===== src/rtl/fbfl_pkg.sv =====
// ----------------------------------------------------------------------------
// fbfl_pkg
// Shared constants, widths and codes of the fixed block free list allocator.
// ----------------------------------------------------------------------------
`default_nettype none

package fbfl_pkg;

    localparam int MAX_BLOCKS   = 1024;
    localparam int ADDRESS_BITS = 48;

    localparam int FIELD_W  = 48;
    localparam int ADDR_W   = (ADDRESS_BITS < FIELD_W) ? ADDRESS_BITS : FIELD_W;
    localparam bit SPAN_LIMIT = (ADDRESS_BITS <= FIELD_W);

    localparam int SIZE_W   = 21;
    localparam int COUNT_W  = 11;
    localparam int TOT_W    = SIZE_W + COUNT_W;
    localparam int IDX_W    = $clog2(MAX_BLOCKS);
    localparam int LINK_W   = IDX_W + 1;
    localparam int MUL_IDX_W = (IDX_W > COUNT_W) ? IDX_W : COUNT_W;
    localparam int PROD_W   = MUL_IDX_W + SIZE_W;
    localparam int DIV_CNT_W = $clog2(TOT_W);

    localparam int ACT_W    = 2;
    localparam int STATUS_W = 2;
    localparam int CFG_IDX_W = 2;

    localparam logic [ACT_W-1:0] ACT_GET    = 2'd0;
    localparam logic [ACT_W-1:0] ACT_RETURN = 2'd1;
    localparam logic [ACT_W-1:0] ACT_INIT   = 2'd2;

    localparam logic [STATUS_W-1:0] STATUS_OK       = 2'd0;
    localparam logic [STATUS_W-1:0] STATUS_EMPTY    = 2'd1;
    localparam logic [STATUS_W-1:0] STATUS_BAD_ADDR = 2'd2;
    localparam logic [STATUS_W-1:0] STATUS_BAD_INIT = 2'd3;

    localparam logic [CFG_IDX_W-1:0] REG_BASE  = 2'd0;
    localparam logic [CFG_IDX_W-1:0] REG_SIZE  = 2'd1;
    localparam logic [CFG_IDX_W-1:0] REG_COUNT = 2'd2;

    localparam logic [SIZE_W-1:0]  SIZE_RESET  = 21'd4096;
    localparam logic [COUNT_W-1:0] COUNT_RESET = 11'd1024;

endpackage

`default_nettype wire


===== src/rtl/fbfl_div.sv =====
// ----------------------------------------------------------------------------
// fbfl_div
// Restoring divider, one quotient bit per cycle, for byte offset by block size.
// ----------------------------------------------------------------------------
`default_nettype none

module fbfl_div (
    input  wire logic                        aclk,
    input  wire logic                        aresetn,
    input  wire logic                        start,
    input  wire logic [fbfl_pkg::TOT_W-1:0]  dividend,
    input  wire logic [fbfl_pkg::SIZE_W-1:0] divisor,
    output logic                             done,
    output logic      [fbfl_pkg::TOT_W-1:0]  quotient,
    output logic      [fbfl_pkg::SIZE_W-1:0] remainder
);

    logic                             busy_reg;
    logic                             done_reg;
    logic [fbfl_pkg::DIV_CNT_W-1:0]   cnt_reg;
    logic [fbfl_pkg::TOT_W-1:0]       quo_reg;
    logic [fbfl_pkg::SIZE_W-1:0]      rem_reg;
    logic [fbfl_pkg::SIZE_W-1:0]      dvs_reg;

    logic [fbfl_pkg::SIZE_W:0]        shifted;
    logic [fbfl_pkg::SIZE_W+1:0]      diff;
    logic                             fits;

    assign shifted = {rem_reg, quo_reg[fbfl_pkg::TOT_W-1]};
    assign diff    = {1'b0, shifted} - {2'b00, dvs_reg};
    assign fits    = !diff[fbfl_pkg::SIZE_W+1];

    always_ff @(posedge aclk) begin
        if (!aresetn) begin
            busy_reg <= 1'b0;
            done_reg <= 1'b0;
            cnt_reg  <= '0;
        end else begin
            done_reg <= !start && busy_reg && (cnt_reg == '0);
            if (start) begin
                busy_reg <= 1'b1;
                cnt_reg  <= fbfl_pkg::DIV_CNT_W'(fbfl_pkg::TOT_W - 1);
            end else if (busy_reg) begin
                cnt_reg <= cnt_reg - fbfl_pkg::DIV_CNT_W'(1);
                if (cnt_reg == '0) begin
                    busy_reg <= 1'b0;
                end
            end
        end
    end

    always_ff @(posedge aclk) begin
        if (start) begin
            quo_reg <= dividend;
            rem_reg <= '0;
            dvs_reg <= divisor;
        end else if (busy_reg) begin
            quo_reg <= {quo_reg[fbfl_pkg::TOT_W-2:0], fits};
            rem_reg <= fits ? diff[fbfl_pkg::SIZE_W-1:0] : shifted[fbfl_pkg::SIZE_W-1:0];
        end
    end

    assign done      = done_reg;
    assign quotient  = quo_reg;
    assign remainder = rem_reg;

endmodule

`default_nettype wire


===== config.mk =====
export PLATFORM = sky130hd
export DESIGN_NAME = fbfl_div
export DESIGN_NICKNAME = d
export VERILOG_FILES = /design/src/rtl/fbfl_pkg.sv /design/src/rtl/fbfl_div.sv
export SDC_FILE = /design/constraint.sdc
export NUM_CORES = 1
export LEC_CHECK = 0
export BUFFER_PORTS_ARGS = -buffer_cell sky130_fd_sc_hd__buf_2
export CAP_MARGIN = 20
export CORE_UTILIZATION = 45
export CTS_BUF_LIST = sky130_fd_sc_hd__clkbuf_8 sky130_fd_sc_hd__clkbuf_16
export CTS_CLUSTER_DIAMETER = 120
export DETAILED_ROUTE_END_ITERATION = 16
export HOLD_SLACK_MARGIN = 0.12
export PLACE_DENSITY = 0.68
export SYNTH_ARGS = -nofsm -noshare
export SYNTH_HDL_FRONTEND = slang
export SYNTH_SLANG_ARGS = --single-unit

===== constraint.sdc =====
create_clock -name aclk -period 2.79 [get_ports aclk]
set_clock_uncertainty 0.2 [all_clocks]
set_input_delay 0.279 -clock aclk [delete_from_list [all_inputs] [get_ports aclk]]
set_output_delay 0.279 -clock aclk [all_outputs]
set_load 0.05 [all_outputs]

Yosys cells after proc, flatten, opt, wreduce, memory -nomap -nowiden
Cells that the tools add are included.
{ "word_totals": {"output_inout_bits": 54, "word_cells": 22, "ff_bits": 81} }
{ "op_classes": {"mux": 8, "reduce_logical": 6, "addsub": 2} }
{ "ops": {"columns": ["cell", "count"], "rows": [
  ["$mux W32", 2],
  ["$sub A22 B21 Y23", 1],
  ["$mux W21", 1],
  ["$mux W5", 2],
  ["$logic_not A5 Y1", 1],
  ["$sub A5 B1 Y5 const B", 1],
  ["$mux W1", 3],
  ["$logic_and A1 B1 Y1", 2],
  ["$logic_not A1 Y1", 2],
  ["$reduce_bool A2 Y1", 1]
]} }

Longest topological paths before layout
{ "logic_depth": {"depth_word": 4, "depth_mapped": 13, "mapped_depth_nobuf": 11} }

Worst setup path after synthesis
Ideal clock, no wire load.
{ "synth_timing": {"kind": "reg-to-reg", "startpoint": "register quo_reg, in the netlist quotient[31]", "endpoint": "register quo_reg, in the netlist quotient[0], data pin", "t_arrival_ns": 2.758, "required_time_ns": 2.320, "setup_time_ns": 0.270, "stages_incl_launch_ff": 13, "period_less_slack_ns": 3.228, "slack_ns": -0.438, "cell_sequence": "edfxtp_1 > inv_1 > ha_1 > inv_1 > fa_1 > a211oi_2 > o21ai_1 > a41o_1 > a211oi_4 > or2_1 > buf_4 > buf_2 > o21ai_0"} }
{ "synth_between": {"elab_chain_cells": 4} }
{ "synth_rtl": {"columns": ["item", "line", "rtl"], "rows": [
  ["from (decl)", "fbfl_div.sv:21", "logic [fbfl_pkg::TOT_W-1:0] quo_reg;"],
  ["from (signal assigned)", "fbfl_div.sv:54", "quo_reg <= dividend;"],
  ["from (signal assigned)", "fbfl_div.sv:58", "quo_reg <= {quo_reg[fbfl_pkg::TOT_W-2:0], fits};"],
  ["$sub A22 B21 Y23", "fbfl_div.sv:30", "assign diff = {1'b0, shifted} - {2'b00, dvs_reg};"],
  ["$logic_not A1 Y1", "fbfl_div.sv:31", "assign fits = !diff[fbfl_pkg::SIZE_W+1];"],
  ["$mux W32", "fbfl_div.sv:57", "end else if (busy_reg) begin"],
  ["$mux W32", "fbfl_div.sv:53", "if (start) begin"]
]} }
Every way passes these cells. The select of a mux whose other input is x is not followed.
A chain may end at the register's enable or synchronous reset.

Worst setup path in the final report
{ "layout_timing": {"startpoint": "register quo_reg, in the netlist quotient[31]", "endpoint": "register rem_reg, in the netlist remainder[8]"} }
{ "layout_between": {"elab_chain_cells": 2} }
{ "layout_rtl": {"columns": ["item", "line", "rtl"], "rows": [
  ["$sub A22 B21 Y23", "fbfl_div.sv:30", null],
  ["$mux W21", "fbfl_div.sv:59", "rem_reg <= fits ? diff[fbfl_pkg::SIZE_W-1:0] : shifted[fbfl_pkg::SIZE_W-1:0];"],
  ["to (signal assigned)", "fbfl_div.sv:59", null],
  ["to (decl)", "fbfl_div.sv:22", "logic [fbfl_pkg::SIZE_W-1:0] rem_reg;"]
]} }
Every way passes these cells.

==> impl_metrics.yaml <==
yosys:
  yosys_warnings: 0
  synth_top_area_share: 0.3658
  synth_xor_area_frac: 0.03624
  synth_top_area_cell: "edfxtp_1"
  synth_ff_type: "edfxtp_1"
  synth_top_family_by_area: "compound AO/OA/AOI/OAI gates"
  ys_types: 51
  synth_area_mm2: 0.004350
  syn_area_per_cell_um2: 10.80
  synthSimpleGateAreaFrac: 0.09836
  synth-compound-area-share: 0.1487
  synth_fa_ha_area_frac: 0.07075
  ys_seq_elements: 81
  async_flop_share: 0
  ys_seq_area_frac: 0.4947
  syn-num-nets: 483
  netlist_instances: 403
  synthMuxAreaShare: 0.1032
  synth_area_leaders: "edfxtp_1 37%, dfxtp_1 13%, mux2_2 8.0%"
  synth_edf_count: 53
finish:
  largest_reg_flops: 32
  drive_gt1_frac: 0.3288
  final_common_cell: "buf_2"
  area_delta_synth_final_pct: 36.70
  finalNetCount: 662
  n_fill_cell: 760
  design_area_mm2: 0.005947
  final_cells: 716
  n_antenna_cell: 0
  final_cell_mix: "110 x buf_2, 54 x dlygate4sd3_1, 53 x edfxtp_1"
critical_path:
  rrSetupSlack_ns: -0.03
  arrival_ns: 2.85
  worst-path-buf-inv: 3
  crit_slowest_cell: "edfxtp_1"
  cpMostUsedCell: "a211oi_2"
  worst-setup-path-type: "reg2reg"
  crit_chain: "inv_1 > ha_2 > inv_2 > fa_2 > a211oi_2 > o21ai_1 > a41o_1 > a211oi_4 > or2_4 > buf_6 > mux2i_1 > a211oi_2"
  end_kind: "register"
  required_ns: 2.81
  max_stage_delay_ns: 0.39
  worstReg2RegStart: "quotient[31]"
  cp.depth: 12
  startpoint_type: "register"
  rr_worst_depth: 12
  crit_fanout: 5
  crit_path_end: "remainder[8]"
  r2r-end: "remainder[8]"
  startpoint: "quotient[31]"
  critical_path.top_delay_family: "compound AO/OA/AOI/OAI gates"
place:
  place_ws_ns: -0.04375
  gp_congestion: 0.8830
  dp_hpwl_mm: 7.446
  port_buffers: 109
  place_area_mm2: 0.005134
  dpl.cell_count: 643
clocking:
  clk_path_buf_depth: 2
  clk_pin_slew_ns: 0.09
  clk_latency_ns: 0.36
  cts-buffers-inserted: 9
  clock_sinks: 81
  h-tree-depth: 3
  cts_tree: "built"
  cts_root_buf: "clkbuf_8"
routing:
  drc: 0
  dr.first_iter.drc_count: 154
  via_per_inst: 5.222
  dr.pass1.iters: 5
  wl_mm: 10.77
  vias: 3739
  antenna_left: 0
  wl_per_cell_um: 15.04
floorplan:
  core_area_mm2: 0.009284
  initial_utilization: 0.4686
  rows: 35
  ioPinCount: 110
  die_h_um: 100.3
  fp.dieArea_mm2: 0.01007
  die_x_um: 100.3
power:
  combPwrFrac: 0.239
  power.density_mw_per_mm2: 530.5
  p_seq_frac: 0.456
  switching_share: 0.3096
  clockPowerShare: 0.305
  power.leakage_nw: 2.600
  peakVddDrop_uv: 297.1
  intPower_w: 0.002178
  switchingPower_w: 0.0009768
sta:
  finalCritPeriodShare: 1.012
  slew_headroom: 0.5823
  rsz0062_at_grt: "yes"
  slew_violations: 0
  period_minus_slack_ns: 2.824
  worst_slew_pin_slew_ns: 0.6253
  final-hold-violation-count: 0
  setup_slack_ns: -0.03412
  timing.fmax_ghz: 0.3541
  finalSetupViolCount: 3
flow_run:
  maxCapViolations: 0
global_route:
  grt_pass1_vias: 3733
  antenna_found_initial: 0
  grt.total_usage: 0.2260
  grt_start_max_net_pins: 41
  overflow: 0
  grt_pass1_wl_mm: 17.69
outcome:
  violations: "setup timing"
  outcome: "complete, but fails checks"
min_path:
  hold_path_class: "in2reg"
## what timing repair did
| action | in CTS | in global routing |
|---|---|---|
| hold buffers | 54 | 0 |
| buffers inserted | 2 | 1 |
| endpoints found under the setup margin | 7 | 22 |
| hold endpoints to repair | 60 | 0 |
| gates resized for setup | 3 | 14 |
| gates cloned | 1 | 0 |
| pin swaps | 4 | 6 |
## worst min path at each step
stage	end	startpoint	cells after the start
after floorplan	dvs_reg[0]	divisor[0]	0
after global placement	dvs_reg[14]	divisor[14]	1
after detailed placement	dvs_reg[17]	divisor[17]	1
after CTS	dvs_reg[2]	start	1
after global routing	dvs_reg[2]	start	1
final	dvs_reg[0]	start	1
## per-layer routing
metal / track usage / share of wire / up-vias
li1: - / - / 1832
met1: 0.2946 / 0.44 / 1750
met2: 0.3741 / 0.48 / 141
met3: 0.05501 / 0.057 / 16
met4: 0.06466 / 0.016 / 0
met5: 0 / 0 / -
## area by class of cell
class / instances / area, um^2 / area share
Clock inverter: 7 / 95.09 / 0.01599
Inverter: 30 / 112.6 / 0.01894
Tap cell: 129 / 161.4 / 0.02714
Sequential cell: 81 / 2152 / 0.3619
Multi-Input combinational cell: 273 / 2014 / 0.3387
Timing Repair Buffer: 187 / 1287 / 0.2165
Clock buffer: 9 / 123.9 / 0.02083
## power by group through the flow
stage          Sequential, W  Combinational (W)  Clock [W]
2_1_floorplan        0.00166           0.000290          0
3_3_place_gp         0.00146           0.000673          0
3_5_place_dp         0.00146           0.000685          0
4_1_cts              0.00144           0.000746   0.000974
5_1_grt              0.00145           0.000811    0.00102
6_report             0.00144           0.000755   0.000961
## kinds of logic (layout without fill, tap and decap cells)
family | count (synthesis) | after routing
AO/OA/AOI/OAI | 100 | 100
XOR/XNOR | 18 | 18
adder cells (fa/ha/maj) | 24 | 24
buffers and inverters | 49 | 233
flip-flops | 81 | 81
multiplexers | 41 | 41
AND/OR/NAND/NOR | 90 | 90
## per-stage QoR
stage                     hold slack (ns)  utilization  setup TNS (ns)  power (W)
after floorplan                    0.1779            -          -5.316   0.001946
after global placement             0.2552       0.5530               0   0.002135
after detailed placement           0.2571       0.5530        -0.08315   0.002147
after CTS                          0.1435       0.6380        -0.02108   0.003159
after global routing               0.1494       0.6406          -2.759   0.003283
final                              0.1592       0.6406        -0.06421   0.003155
## Yosys cell counts (3+ instances only)
| cell type | count |
|---|---|
| nor3_1 | 9 |
| o21a_1 | 6 |
| nand2_1 | 27 |
| nor2b_1 | 3 |
| xnor2_1 | 8 |
| a21oi_1 | 26 |
| clkbuf_1 | 11 |
| a21o_1 | 4 |
| nand4_1 | 4 |
| inv_1 | 30 |
| edfxtp_1 | 53 |
| dfxtp_1 | 28 |
| mux2_2 | 31 |
| ha_1 | 23 |
| o21ai_0 | 21 |
| o21ai_1 | 8 |
| a31oi_1 | 4 |
| o211ai_1 | 5 |
| xor2_1 | 10 |
| nor2_1 | 30 |
| a211oi_1 | 7 |
| nand4b_1 | 3 |
| mux2i_1 | 10 |
| a32oi_1 | 7 |
| buf_2 | 3 |
Note: power is estimated with default switching activity, not from simulation.
