<file path="src/rtl/fbfl_ram.sv">
// ----------------------------------------------------------------------------
// fbfl_ram
// Generic simple dual port RAM, one write port, one registered read port.
// ----------------------------------------------------------------------------
`default_nettype none

module fbfl_ram #(
    parameter int WIDTH = 8,
    parameter int DEPTH = 16
) (
    input  wire logic                     aclk,
    input  wire logic                     we,
    input  wire logic [$clog2(DEPTH)-1:0] waddr,
    input  wire logic [WIDTH-1:0]         wdata,
    input  wire logic                     re,
    input  wire logic [$clog2(DEPTH)-1:0] raddr,
    output logic      [WIDTH-1:0]         rdata
);

    logic [WIDTH-1:0] mem_reg [DEPTH];

    always_ff @(posedge aclk) begin
        if (we) begin
            mem_reg[waddr] <= wdata;
        end
        if (re) begin
            rdata <= mem_reg[raddr];
        end
    end

endmodule

`default_nettype wire

</file>
<file path="config.mk">
export PLATFORM = sky130hd
export DESIGN_NAME = fbfl_ram
export DESIGN_NICKNAME = d
export VERILOG_FILES = /design/src/rtl/fbfl_ram.sv
export SDC_FILE = /design/constraint.sdc
export NUM_CORES = 1
export LEC_CHECK = 0
export BUFFER_PORTS_ARGS = -buffer_cell sky130_fd_sc_hd__buf_2
export CAP_MARGIN = 5
export CORE_UTILIZATION = 63
export CTS_BUF_LIST = sky130_fd_sc_hd__clkbuf_2 sky130_fd_sc_hd__clkbuf_4 sky130_fd_sc_hd__clkbuf_8
export DETAILED_ROUTE_END_ITERATION = 8
export PLACE_DENSITY = 0.83
export SLEW_MARGIN = 20
export SYNTH_ARGS = -nofsm -noshare
export SYNTH_HDL_FRONTEND = slang
export SYNTH_SLANG_ARGS = --single-unit
</file>
<file path="constraint.sdc">
create_clock -name aclk -period 2.3 [get_ports aclk]
set_input_delay 0.46 -clock aclk [delete_from_list [all_inputs] [get_ports aclk]]
set_output_delay 0.46 -clock aclk [all_outputs]
set_load 0.02 [all_outputs]
</file>
# Word level (Yosys, flattened, before mapping)

Memories as Yosys holds them, arrays and structs flattened. A register that Yosys moved wholly into a read port is not among the register bits.
Cells that the tools add are included.

Multiplexer cells: 2

Operators with widths:

| kind   | number |
|---|---|
| $mux 1 | 2 |

Bits of input ports: 19
Output and inout bits: 8
Memory bits (writable): 128
Memories: 1
Logic and storage cells: 3
Flip-flop bits (word level): 0

Memories:

| name    | words | width | rd ports | clocked after Yosys merged registers in | wr ports | line | text |
|---|---|---|---|---|---|---|---|
| mem_reg | 16    | 8     | 1        | 1                                       | 1        | 20   | `logic [WIDTH-1:0] mem_reg [DEPTH];` |

# Logic depth before layout (Yosys ltp)

Gate-level depths: netlist (run 1).

Depth in word-level cells: 2
Depth in mapped cells: 5
Mapped depth without buffers: 3

# Worst setup path after synthesis (run 1)

No wires, ideal clock.

Kind: input to register
Start: input port waddr[2]
End: memory mem_reg[0][0] (enable)
Library setup time: 0.383 ns
Stages on the path: 2
Setup slack: 0.347 ns
Buffers on the path: 0
Data arrival time: 1.570 ns
Data required time: 1.917 ns
Cell sequence: or3b_2 -> nor3_1

RTL lines:

| element         | line | text |
|---|---|---|
| start, declared | 13   | `input wire logic [$clog2(DEPTH)-1:0] waddr,` |
| end, declared   | 20   |  |

No word-level cell before the write port.

==> run metrics, run 1 <==
share of layout cells above drive strength 1 31.5%; largest net degree at the start of global routing 33; Post-Syn Nets 248; # port buffers 26; ant diodes 0; final net count between 300 and 400; WL per Instance 23.9 um; die area 8670 um^2; Max Cap Violations 0; compound-gate portion of the synthesized area 2.30%; status completed; post-synthesis adder-cell area fraction 0%; Crit. End Element register; post-route worst setup slack 0.658 ns; mux contribution to synthesized area between 10% and 20%; drt total wl between 9000 and 10000 um; PwrDens about 850 nW/um^2; max reg flops 128; delay of the slowest cell on the worst path 0.61 ns; met1 usage 32.8%; CTS clk-pin slew, worst paths 0.08 ns; measured slew at the worst slew-check pin 0.702 ns; number of buffers created by CTS 17; ranking of synthesized cells by area edfxtp_1, mux4_2, mux4_1, a22oi_1, nor2_1; Placed Cells 365; core area 7890 um^2; Layout area overhead 14.2%; vias in the first global route 2562; Seq/Total Area, Yosys slightly below 80%; min Tclk post-route 1.64 ns; WP data arrival approximately 1.8 ns; Max Freq 609 MHz; #FFs+latches synth 136; Sink Count 136; drt first-iter violations ~180; final hold vios 0; startpoint class of the critical path primary input; FP Rows 32; post-CTS resize count 0; drc violations 0; HPWL after DPL 5820 um; post-synthesis cell area 5230 um^2; initial antenna violation count 0; clk_skew ~0.015 ns; Tcrit/Tclk final 71.4%; GRT Total Usage 24.7%; worst skew pair latency 0.43 ns; met2 usage slightly below 40%; crit-path max FO 32; CTS Buffer Depth 2; Static Leak 2.02 nW; main combinational cell family by area after synthesis multiplexers; Synth Area in XOR/XNOR 0%; peak supply drop 471 uV; gr busiest metal met2; gr ovfl total 0; Die Span Y 93.1 um; hold_buf cts 0; io pins 27; gpl congestion 0.708; Final TNS setup 0 ns; setup bufs post-CTS 0; synthesized-area fraction occupied by and/or/nand/nor cells 3.14%; final setup vio count 0; ANT nets after route 0; Place WS 0.271 ns; Final Power 5.06 mW; CTS tree done; kind of critical path in -> reg; Cells after Synth 229; CTS root buffer clkbuf_8; slowest stage cell, crit path mux4_1; Slew Limit Fails 0; syn_area_per_cell 22.8 um^2; number of iterations in the first detailed-routing pass 5; Ys Warns 0; synth unique cells 18; post-synth top area cell edfxtp_1; Die X 93.1 um; post-DR vias/cell 6.21; RSZ-0062 raised after global routing false; Slew HR 53.1%; Initial Util between 60% and 70%; HP Class in -> reg; Worst Path Required 2.47 ns; first-pass GRT wire length around 14000 um; Vias 2467; Non-Filler Instances slightly below 400; critical path, cell by cell buf_2 > buf_12 > mux4_1 > a22oi_1 > nand2_1; FILL cells 415; post-synth top area share between 70% and 80%; GR Util met3 7.24%; # H-tree levels 4
[kinds of logic after synthesis]
logic type             after synthesis
multiplexers                        32
AO/OA/AOI/OAI                       16
buffers and inverters               10
AND/OR/NAND/NOR                     35
flip-flops                         136
[layout make-up]
type | instances | area [um^2] | share of cell area (%)
Tap cell | 102 | 128 | 2.14
Timing Repair Buffer | 44 | 290 | 4.86
Multi-Input combinational cell | 83 | 1060 | 17.7
Clock buffer | 18 | 241 | 4.04
Sequential cell | 136 | 4080 | 68.4
Clock inverter | 14 | 171 | 2.87
[synthesized netlist by cell type, drive strengths merged]
| cell type | number |
|---|---|
| nor3 | 4 |
| clkdlybuf4s25 | 3 |
| nand3 | 1 |
| or3b | 1 |
| mux4 | 32 |
| a22oi | 16 |
| edfxtp | 136 |
| and2 | 1 |
| nor2 | 13 |
| nor2b | 1 |
| and2b | 1 |
| buf | 7 |
| nand2b | 2 |
| nand2 | 9 |
| nand3b | 2 |
[power breakdown]
part	internal, mW	switching, mW
Combinational	0.108	0.150
Sequential	2.79	0.0168
Clock	1.09	0.906
[placed cells by master (no fill, tap or decap), types with 3 or more instances in the layout]
master	instances
nor3_1	4
buf_2	26
nand2_1	9
a22oi_1	16
clkinv_4	4
mux4_1	14
nor2_1	13
buf_4	16
bufinv_16	3
mux4_2	18
inv_6	3
edfxtp_1	136
clkbuf_8	17
[worst paths after layout]
path                            startpoint                  to  slack (ns)  cells past startpoint
hold / removal                          re  rdata[6]$_DFFE_PP_        0.39                      1
setup reg to reg   mem_reg[8][1]$_DFFE_PP_  rdata[1]$_DFFE_PP_        0.76                      3
hold reg to reg   mem_reg[11][3]$_DFFE_PP_  rdata[3]$_DFFE_PP_        0.77                      3
setup / recovery                  raddr[0]  rdata[1]$_DFFE_PP_        0.66                      5
[critical path: cells and delay by family]
| family | cells | cell delay, ns |
|---|---|---|
| simple gates | 1 | 0.08 |
| mux | 1 | 0.61 |
| compound gates | 1 | 0.29 |
| buf+inv | 2 | 0.34 |
[routing by layer]
metal	up-vias	share of wire [%]	wire, um
met5	-	0	0
met4	0	1.5	146
met3	12	6.7	634
met2	100	51	4860
met1	1267	41	3860
li1	1088	-	-
[through the flow]
step	hold slack [ns]	cell area (um^2)	util (%)
floorplan	0.559	5230	-
global placement	0.723	5560	70.5
detailed placement	0.744	5560	70.5
CTS	0.367	5970	75.7
global route	0.376	5970	75.7
finish	0.391	5970	75.7
Power figures use the tool's default switching activity.
==> inputs of run 2 (changes only) <==
Settings changed: ABC_AREA from default to 1, PLACE_DENSITY 0.83 to 0.82.
Clock period 2.3 ns to 1.6 ns, I/O delays scaled along.
==> run metrics, run 2 <==
clock share of power 38.3% (-1.2 points); Crit. End Element primary output; critical path, cell by cell buf_2; Max Cap Violations 0 (unchanged); max reg flops 128 (unchanged); ant diodes 0 (unchanged); Slew HR 60.6% (+7.5 points); Die X 98.3 um (+5.6%); HPWL after DPL 7910 um (+36%); setup bufs post-CTS 0 (unchanged); most frequent cells after synthesis nand2_1, edfxtp_1, inv_1; WL per Instance 17.8 um (-26%); initial antenna violation count 0 (unchanged); slowest stage cell, crit path edfxtp_1; mux contribution to synthesized area 0% (-15 points); ANT nets after route 0 (unchanged); Tcrit/Tclk final 82.6%; Synth Area in XOR/XNOR 0% (unchanged); compound-gate portion of the synthesized area 0% (-2.3 points); first-pass GRT wire length 20200 um (+40%); Post-synth EDFFs 136 (unchanged); Worst Path Required 1.28 ns (-1.19 ns); hold depth 1 (unchanged); Sink Count 136 (unchanged); Buf/Inv on CP 1 (-1); clk_skew 0.0102 ns (-0.00473 ns); failing checks design-rule violations; worst skew pair latency 0.44 ns (about the same); CTS clk-pin slew, worst paths 0.08 ns (about the same); RR Endpoint rdata[4]$_DFFE_PP_; drt total wl 12700 um (+34%); Static Leak 2.87 nW (+42%); RSZ-0062 raised after global routing false; HP Class in -> reg; Post-Syn Nets 570 (+130%); final setup vio count 0 (unchanged); main combinational cell family by area after synthesis simple AND/OR/NAND/NOR gates; die area 9670 um^2 (+12%); FF/Latch Area 4080 um^2 (unchanged); leading cell type in the layout, fill and taps excluded nand2_1; FILL cells 573 (+38%); most frequent cells in the layout nand2_1, edfxtp_1, inv_1, nand3_1, buf_2; drt first-iter violations 438 (+140%); number of iterations in the first detailed-routing pass 7 (+2); final net count 615 (+100%); main flop type after synthesis edfxtp_1; measured slew at the worst slew-check pin 0.591 ns (-0.112 ns); vias in the first global route 3887 (+52%); CTS Buffer Depth 2 (unchanged); # port buffers 26 (unchanged); switching share of power 22.6% (+1.4 points); Switching Power 1.67 mW (+55%); Final TNS setup 0 ns (unchanged); cell family with most CP delay flip-flops; status complete, but fails checks; post-synthesis adder-cell area fraction 0% (unchanged); synth unique cells 11 (-7); post-DR vias/cell 5.49 (-12%); largest net degree at the start of global routing 65 (+97%); worst r2r path cells 6 (+3); syn_area_per_cell 10.6 um^2 (-54%); post-synthesis cell area 5850 um^2 (+12%); min Tclk post-route 1.32 ns; Vias 3923 (+59%); #FFs+latches synth 136 (unchanged); P_int 5.70 mW (+43%); delay of the slowest cell on the worst path 0.39 ns (-0.22 ns); WP data arrival 1.00 ns (-0.81 ns); hold_sp re; crit-path max FO 1 (-97%); peak supply drop 733 uV (+56%); final hold vios 0 (unchanged); Ys Warns 0 (unchanged); Seq/Total Area, Yosys 69.8% (-8.3 points); # H-tree levels 4 (unchanged); number of buffers created by CTS 17 (unchanged); worst reg2reg startpoint mem_reg[1][4]$_DFFE_PP_; kind of critical path reg -> out; Comb power frac 7.0% (+1.9 points); most numerous cell in the Yosys netlist nand2_1; share of layout cells above drive strength 1 13.5% (-18 points); Flop pwr share 54.7% (-0.8 points); post-route cell area 6570 um^2 (+10%); GRT Total Usage 28.6% (+3.9 points); synthesized-area fraction occupied by and/or/nand/nor cells 20.8% (+18 points); io pins 27 (unchanged); ranking of synthesized cells by area edfxtp_1, nand2_1, nand3_1, inv_1, buf_6; gpl congestion 0.817 (+15%); post-synth top area share 69.8% (-8.3 points); Cells after Synth 551 (+140%); CTS root buffer clkbuf_8; endpoint of the worst hold path rdata[0]$_DFFE_PP_; FFs w/ async S/R, synth 0% (unchanged); drc violations 2 (+2); Die Span Y 98.3 um (+5.6%); Layout area overhead 12.4%; post-CTS resize count 0 (unchanged); post-synth top area cell edfxtp_1; Initial Util 66.1% (-0.20 points); placed cell area 6180 um^2 (+11%); gr ovfl total 0 (unchanged); core area 8850 um^2 (+12%); CTS tree done; hold_buf cts 0 (unchanged); PwrDens 1120 nW/um^2 (+32%); Worst R2R Setup Slack 0.43 ns (-0.33 ns); Max Freq 756 MHz; Slew Limit Fails 0 (unchanged); startpoint class of the critical path register; footprint of the multi-input gates 1210 um^2 (+15%); FP Rows 34 (+6.3%)
==> run 2: cell count changes after synthesis, moves of 2 or more <==
cell,delta
mux4_2,-18
mux4_1,-14
nor3_1,-4
nor2_1,+4
buf_4,+3
nand2_1,+164
a22oi_1,-16
buf_6,+3
clkdlybuf4s25_2,-3
buf_2,+10
nand3_1,+96
nand2b_1,-2
inv_2,+2
inv_1,+100
==> run 2: cell type report <==
class | count | share of cell area [%]
clock inverter | 12 | 2.34
tap | 108 | 2.06
sequential | 136 | 62.1
inverter | 102 | 5.83
clock buffer | 18 | 3.67
multi-input combinational | 289 | 18.5
timing repair buffer | 50 | 5.48
==> run 2: worst register-to-register path: stages, from the launching register on <==
cell	delay, ns
edfxtp_1	0.40
inv_1	0.08
nand2_1	0.05
nand3_1	0.09
nand3_1	0.16
nand3_1	0.11
nand2_1	0.06
==> run 2: layer usage <==
metal,GRT usage [%],routed length (um),vias to the layer above
met5,0,0,-
met4,10.7,264,0
met3,6.80,1000,30
met2,43.6,5930,190
met1,40.8,5490,1832
li1,-,-,1871
==> run 2: cell families after synthesis <==
family / after synthesis
simple gates: 289
flops: 136
buf+inv: 126
==> run 2: power by group through the flow <==
| stage | Combinational [mW] | Sequential, mW | Clock (mW) |
|---|---|---|---|
| floorplan | 0.281 | 4.13 | 0 |
| global placement | 0.495 | 4.11 | 0 |
| detailed placement | 0.509 | 4.11 | 0 |
| CTS | 0.514 | 4.03 | 2.84 |
| global route | 0.566 | 4.04 | 2.97 |
| finish | 0.516 | 4.03 | 2.82 |
==> run 2: how the worst max path moves through the flow <==
stage / start / endpoint / slack, ns / depth (start not counted)
6_report: rdata[5]$_DFFE_PP_ / rdata[5] / 0.28 / 1
3_3_place_gp: raddr[0] / rdata[4]$_DFFE_PP_ / 0.09 / 7
5_1_grt: rdata[5]$_DFFE_PP_ / rdata[5] / 0.24 / 1
3_5_place_dp: raddr[1] / rdata[5]$_DFFE_PP_ / 0.06 / 6
4_1_cts: rdata[5]$_DFFE_PP_ / rdata[5] / 0.26 / 1
2_1_floorplan: waddr[2] / mem_reg[10][0]$_DFFE_PP_ / 0.33 / 2
==> run 2: per-stage QoR <==
step	total power, mW	std cells	utilization (%)	setup slack, ns	hold WS (ns)
after floorplan	4.41	551	-	0.329	0.419
after global placement	4.60	685	69.8	0.0884	0.698
after detailed placement	4.62	685	69.8	0.0568	0.699
after CTS	7.39	715	74.3	0.256	0.239
after global routing	7.57	715	74.3	0.243	0.242
final	7.37	715	74.3	0.278	0.249
==> inputs of run 3 (changes only) <==
Clock period 1.6 ns to 1.25 ns, I/O delays scaled along.
==> run metrics, run 3 (synthesis results as in run 2) <==
clock share of power 41.9% (+3.6 points); Initial Util 66.1% (unchanged); final hold vios 0 (unchanged); Slew HR 60.7% (+0.16 points); met2 usage 43.6% (unchanged); CP Capture Point rdata[5]; placed cell area 6200 um^2 (+0.45%); Place WS -0.208 ns (-0.264 ns); post-route worst setup slack 0.00558 ns (-0.272 ns); critical path, cell by cell buf_6; HP Class in -> reg; drt total wl 12800 um (+0.66%); post-DR vias/cell 5.53 (+0.80%); Die X 98.3 um (unchanged); number of buffers created by CTS 17 (unchanged); # H-tree levels 4 (unchanged); measured slew at the worst slew-check pin 0.588 ns (-0.00236 ns); Final Power 10.0 mW (+36%); Slew Limit Fails 0 (unchanged); startpoint class of the critical path register; min Tclk post-route 1.24 ns; post-route cell area 6690 um^2 (+1.7%); Flop pwr share 51.3% (-3.4 points); drc violations 2 (unchanged); failing checks design-rule violations; WL per Instance 17.8 um (+0.24%); Worst R2R Setup Slack 0.08 ns (-0.35 ns); drt first-iter violations 457 (+4.3%); largest net degree at the start of global routing 65 (unchanged); CTS root buffer clkbuf_8; gr ovfl total 0 (unchanged); number of iterations in the first detailed-routing pass 7 (unchanged); Vias 3971 (+1.2%); WP data arrival 0.99 ns (about the same); worst r2r path cells 6 (unchanged); Comb power frac 6.7% (-0.3 points); leading cell type in the layout, fill and taps excluded nand2_1; Crit. End Element primary output; status complete, but fails checks; vias in the first global route 3770 (-3.0%); Worst path depth 1 (unchanged); P_int 7.93 mW (+39%); Max Cap Violations 0 (unchanged); ANT nets after route 0 (unchanged); # port buffers 26 (unchanged); peak supply drop 944 uV (+29%); FILL cells 592 (+3.3%); ant diodes 0 (unchanged); Static Leak 2.92 nW (+2.0%); most frequent cells in the layout nand2_1, edfxtp_1, inv_1, nand3_1, buf_2; Crit. Startpoint rdata[5]$_DFFE_PP_; share of layout cells above drive strength 1 13.8% (+0.26 points); die area 9670 um^2 (unchanged); GRT Total Usage 28.6% (-0.048 points); switching share of power 21.1% (-1.5 points); Final Util 75.6% (+1.3 points); first-pass GRT wire length 20100 um (-0.88%); CTS tree done; final setup vio count 0 (unchanged); initial antenna violation count 0 (unchanged); CTS clk-pin slew, worst paths 0.08 ns (about the same); HPWL after DPL 7760 um (-1.9%); RSZ-0062 raised after global routing true; gpl congestion 0.856 (+4.8%); FP Rows 34 (unchanged); PwrDens 1500 nW/um^2 (+34%); crit-path max FO 1 (unchanged); CTS Buffer Depth 2 (unchanged); clk_skew 0.00929 ns (-0.000939 ns); Worst Path Required 1.00 ns (-0.28 ns); worst skew pair latency 0.42 ns (-0.02 ns); RR Endpoint rdata[2]$_DFFE_PP_; Buf/Inv on CP 1 (unchanged); Max Freq 804 MHz; Switching Power 2.12 mW (+27%); met1 usage 40.8% (unchanged); cell family with most CP delay flip-flops; Tcrit/Tclk final 99.6%; setup bufs post-CTS 0 (unchanged); kind of critical path reg -> out; gr busiest metal met2; slowest stage cell, crit path edfxtp_1; GR Util met3 5.58% (-1.2 points); worst reg2reg startpoint mem_reg[0][2]$_DFFE_PP_; final net count 617 (+0.33%); max reg flops 128 (unchanged); Sink Count 136 (unchanged); Layout area overhead 14.3%; io pins 27 (unchanged); core area 8850 um^2 (unchanged); Die Span Y 98.3 um (unchanged); delay of the slowest cell on the worst path 0.42 ns (+0.03 ns); hold_buf cts 0 (unchanged)
==> run 3: layout make-up <==
class / count / area [um^2] / area share [%]
inverter: 102 / 383 / 5.73
timing repair buffer: 52 / 400 / 5.99
sequential: 136 / 4080 / 61.1
clock buffer: 18 / 241 / 3.61
tap: 108 / 135 / 2.02
multi-input combinational: 289 / 1210 / 18.2
clock inverter: 13 / 228 / 3.41
==> run 3: repair_timing <==
action / in CTS / in global routing
endpoints found under the hold margin: 0 / 0
pin swaps: 0 / 0
gates resized for setup: 2 / 2
endpoints found under the setup margin: 1 / 2
==> run 3: worst min path at each step <==
| stage | from | to | slack [ns] | cells past startpoint |
|---|---|---|---|---|
| 3_3_place_gp | re | rdata[6]$_DFFE_PP_ | 0.62 | 1 |
| 6_report | re | rdata[1]$_DFFE_PP_ | 0.19 | 1 |
| 3_5_place_dp | re | rdata[2]$_DFFE_PP_ | 0.62 | 1 |
| 4_1_cts | re | rdata[1]$_DFFE_PP_ | 0.17 | 1 |
| 5_1_grt | re | rdata[1]$_DFFE_PP_ | 0.17 | 1 |
| 2_1_floorplan | wdata[0] | mem_reg[0][0]$_DFFE_PP_ | 0.35 | 0 |
==> run 3: per-layer routing <==
layer	vias up	wire [um]
met4	0	223
met5	-	0
met1	1838	5340
met2	237	6000
met3	26	1210
li1	1870	-
==> run 3: power by group through the flow <==
stage | Sequential [mW] | Clock (mW) | Combinational (mW)
floorplan | 5.28 | 0 | 0.360
global placement | 5.26 | 0 | 0.644
detailed placement | 5.26 | 0 | 0.659
CTS | 5.16 | 4.26 | 0.670
global route | 5.17 | 4.42 | 0.737
finish | 5.16 | 4.21 | 0.678
==> run 3: metrics by stage <==
stage	hold slack (ns)	cells	setup TNS [ns]
5_1_grt	0.168	718	-0.0308
2_1_floorplan	0.349	551	0
3_5_place_dp	0.619	687	-2.46
6_report	0.187	718	0
4_1_cts	0.166	718	-0.000883
3_3_place_gp	0.623	687	-1.25
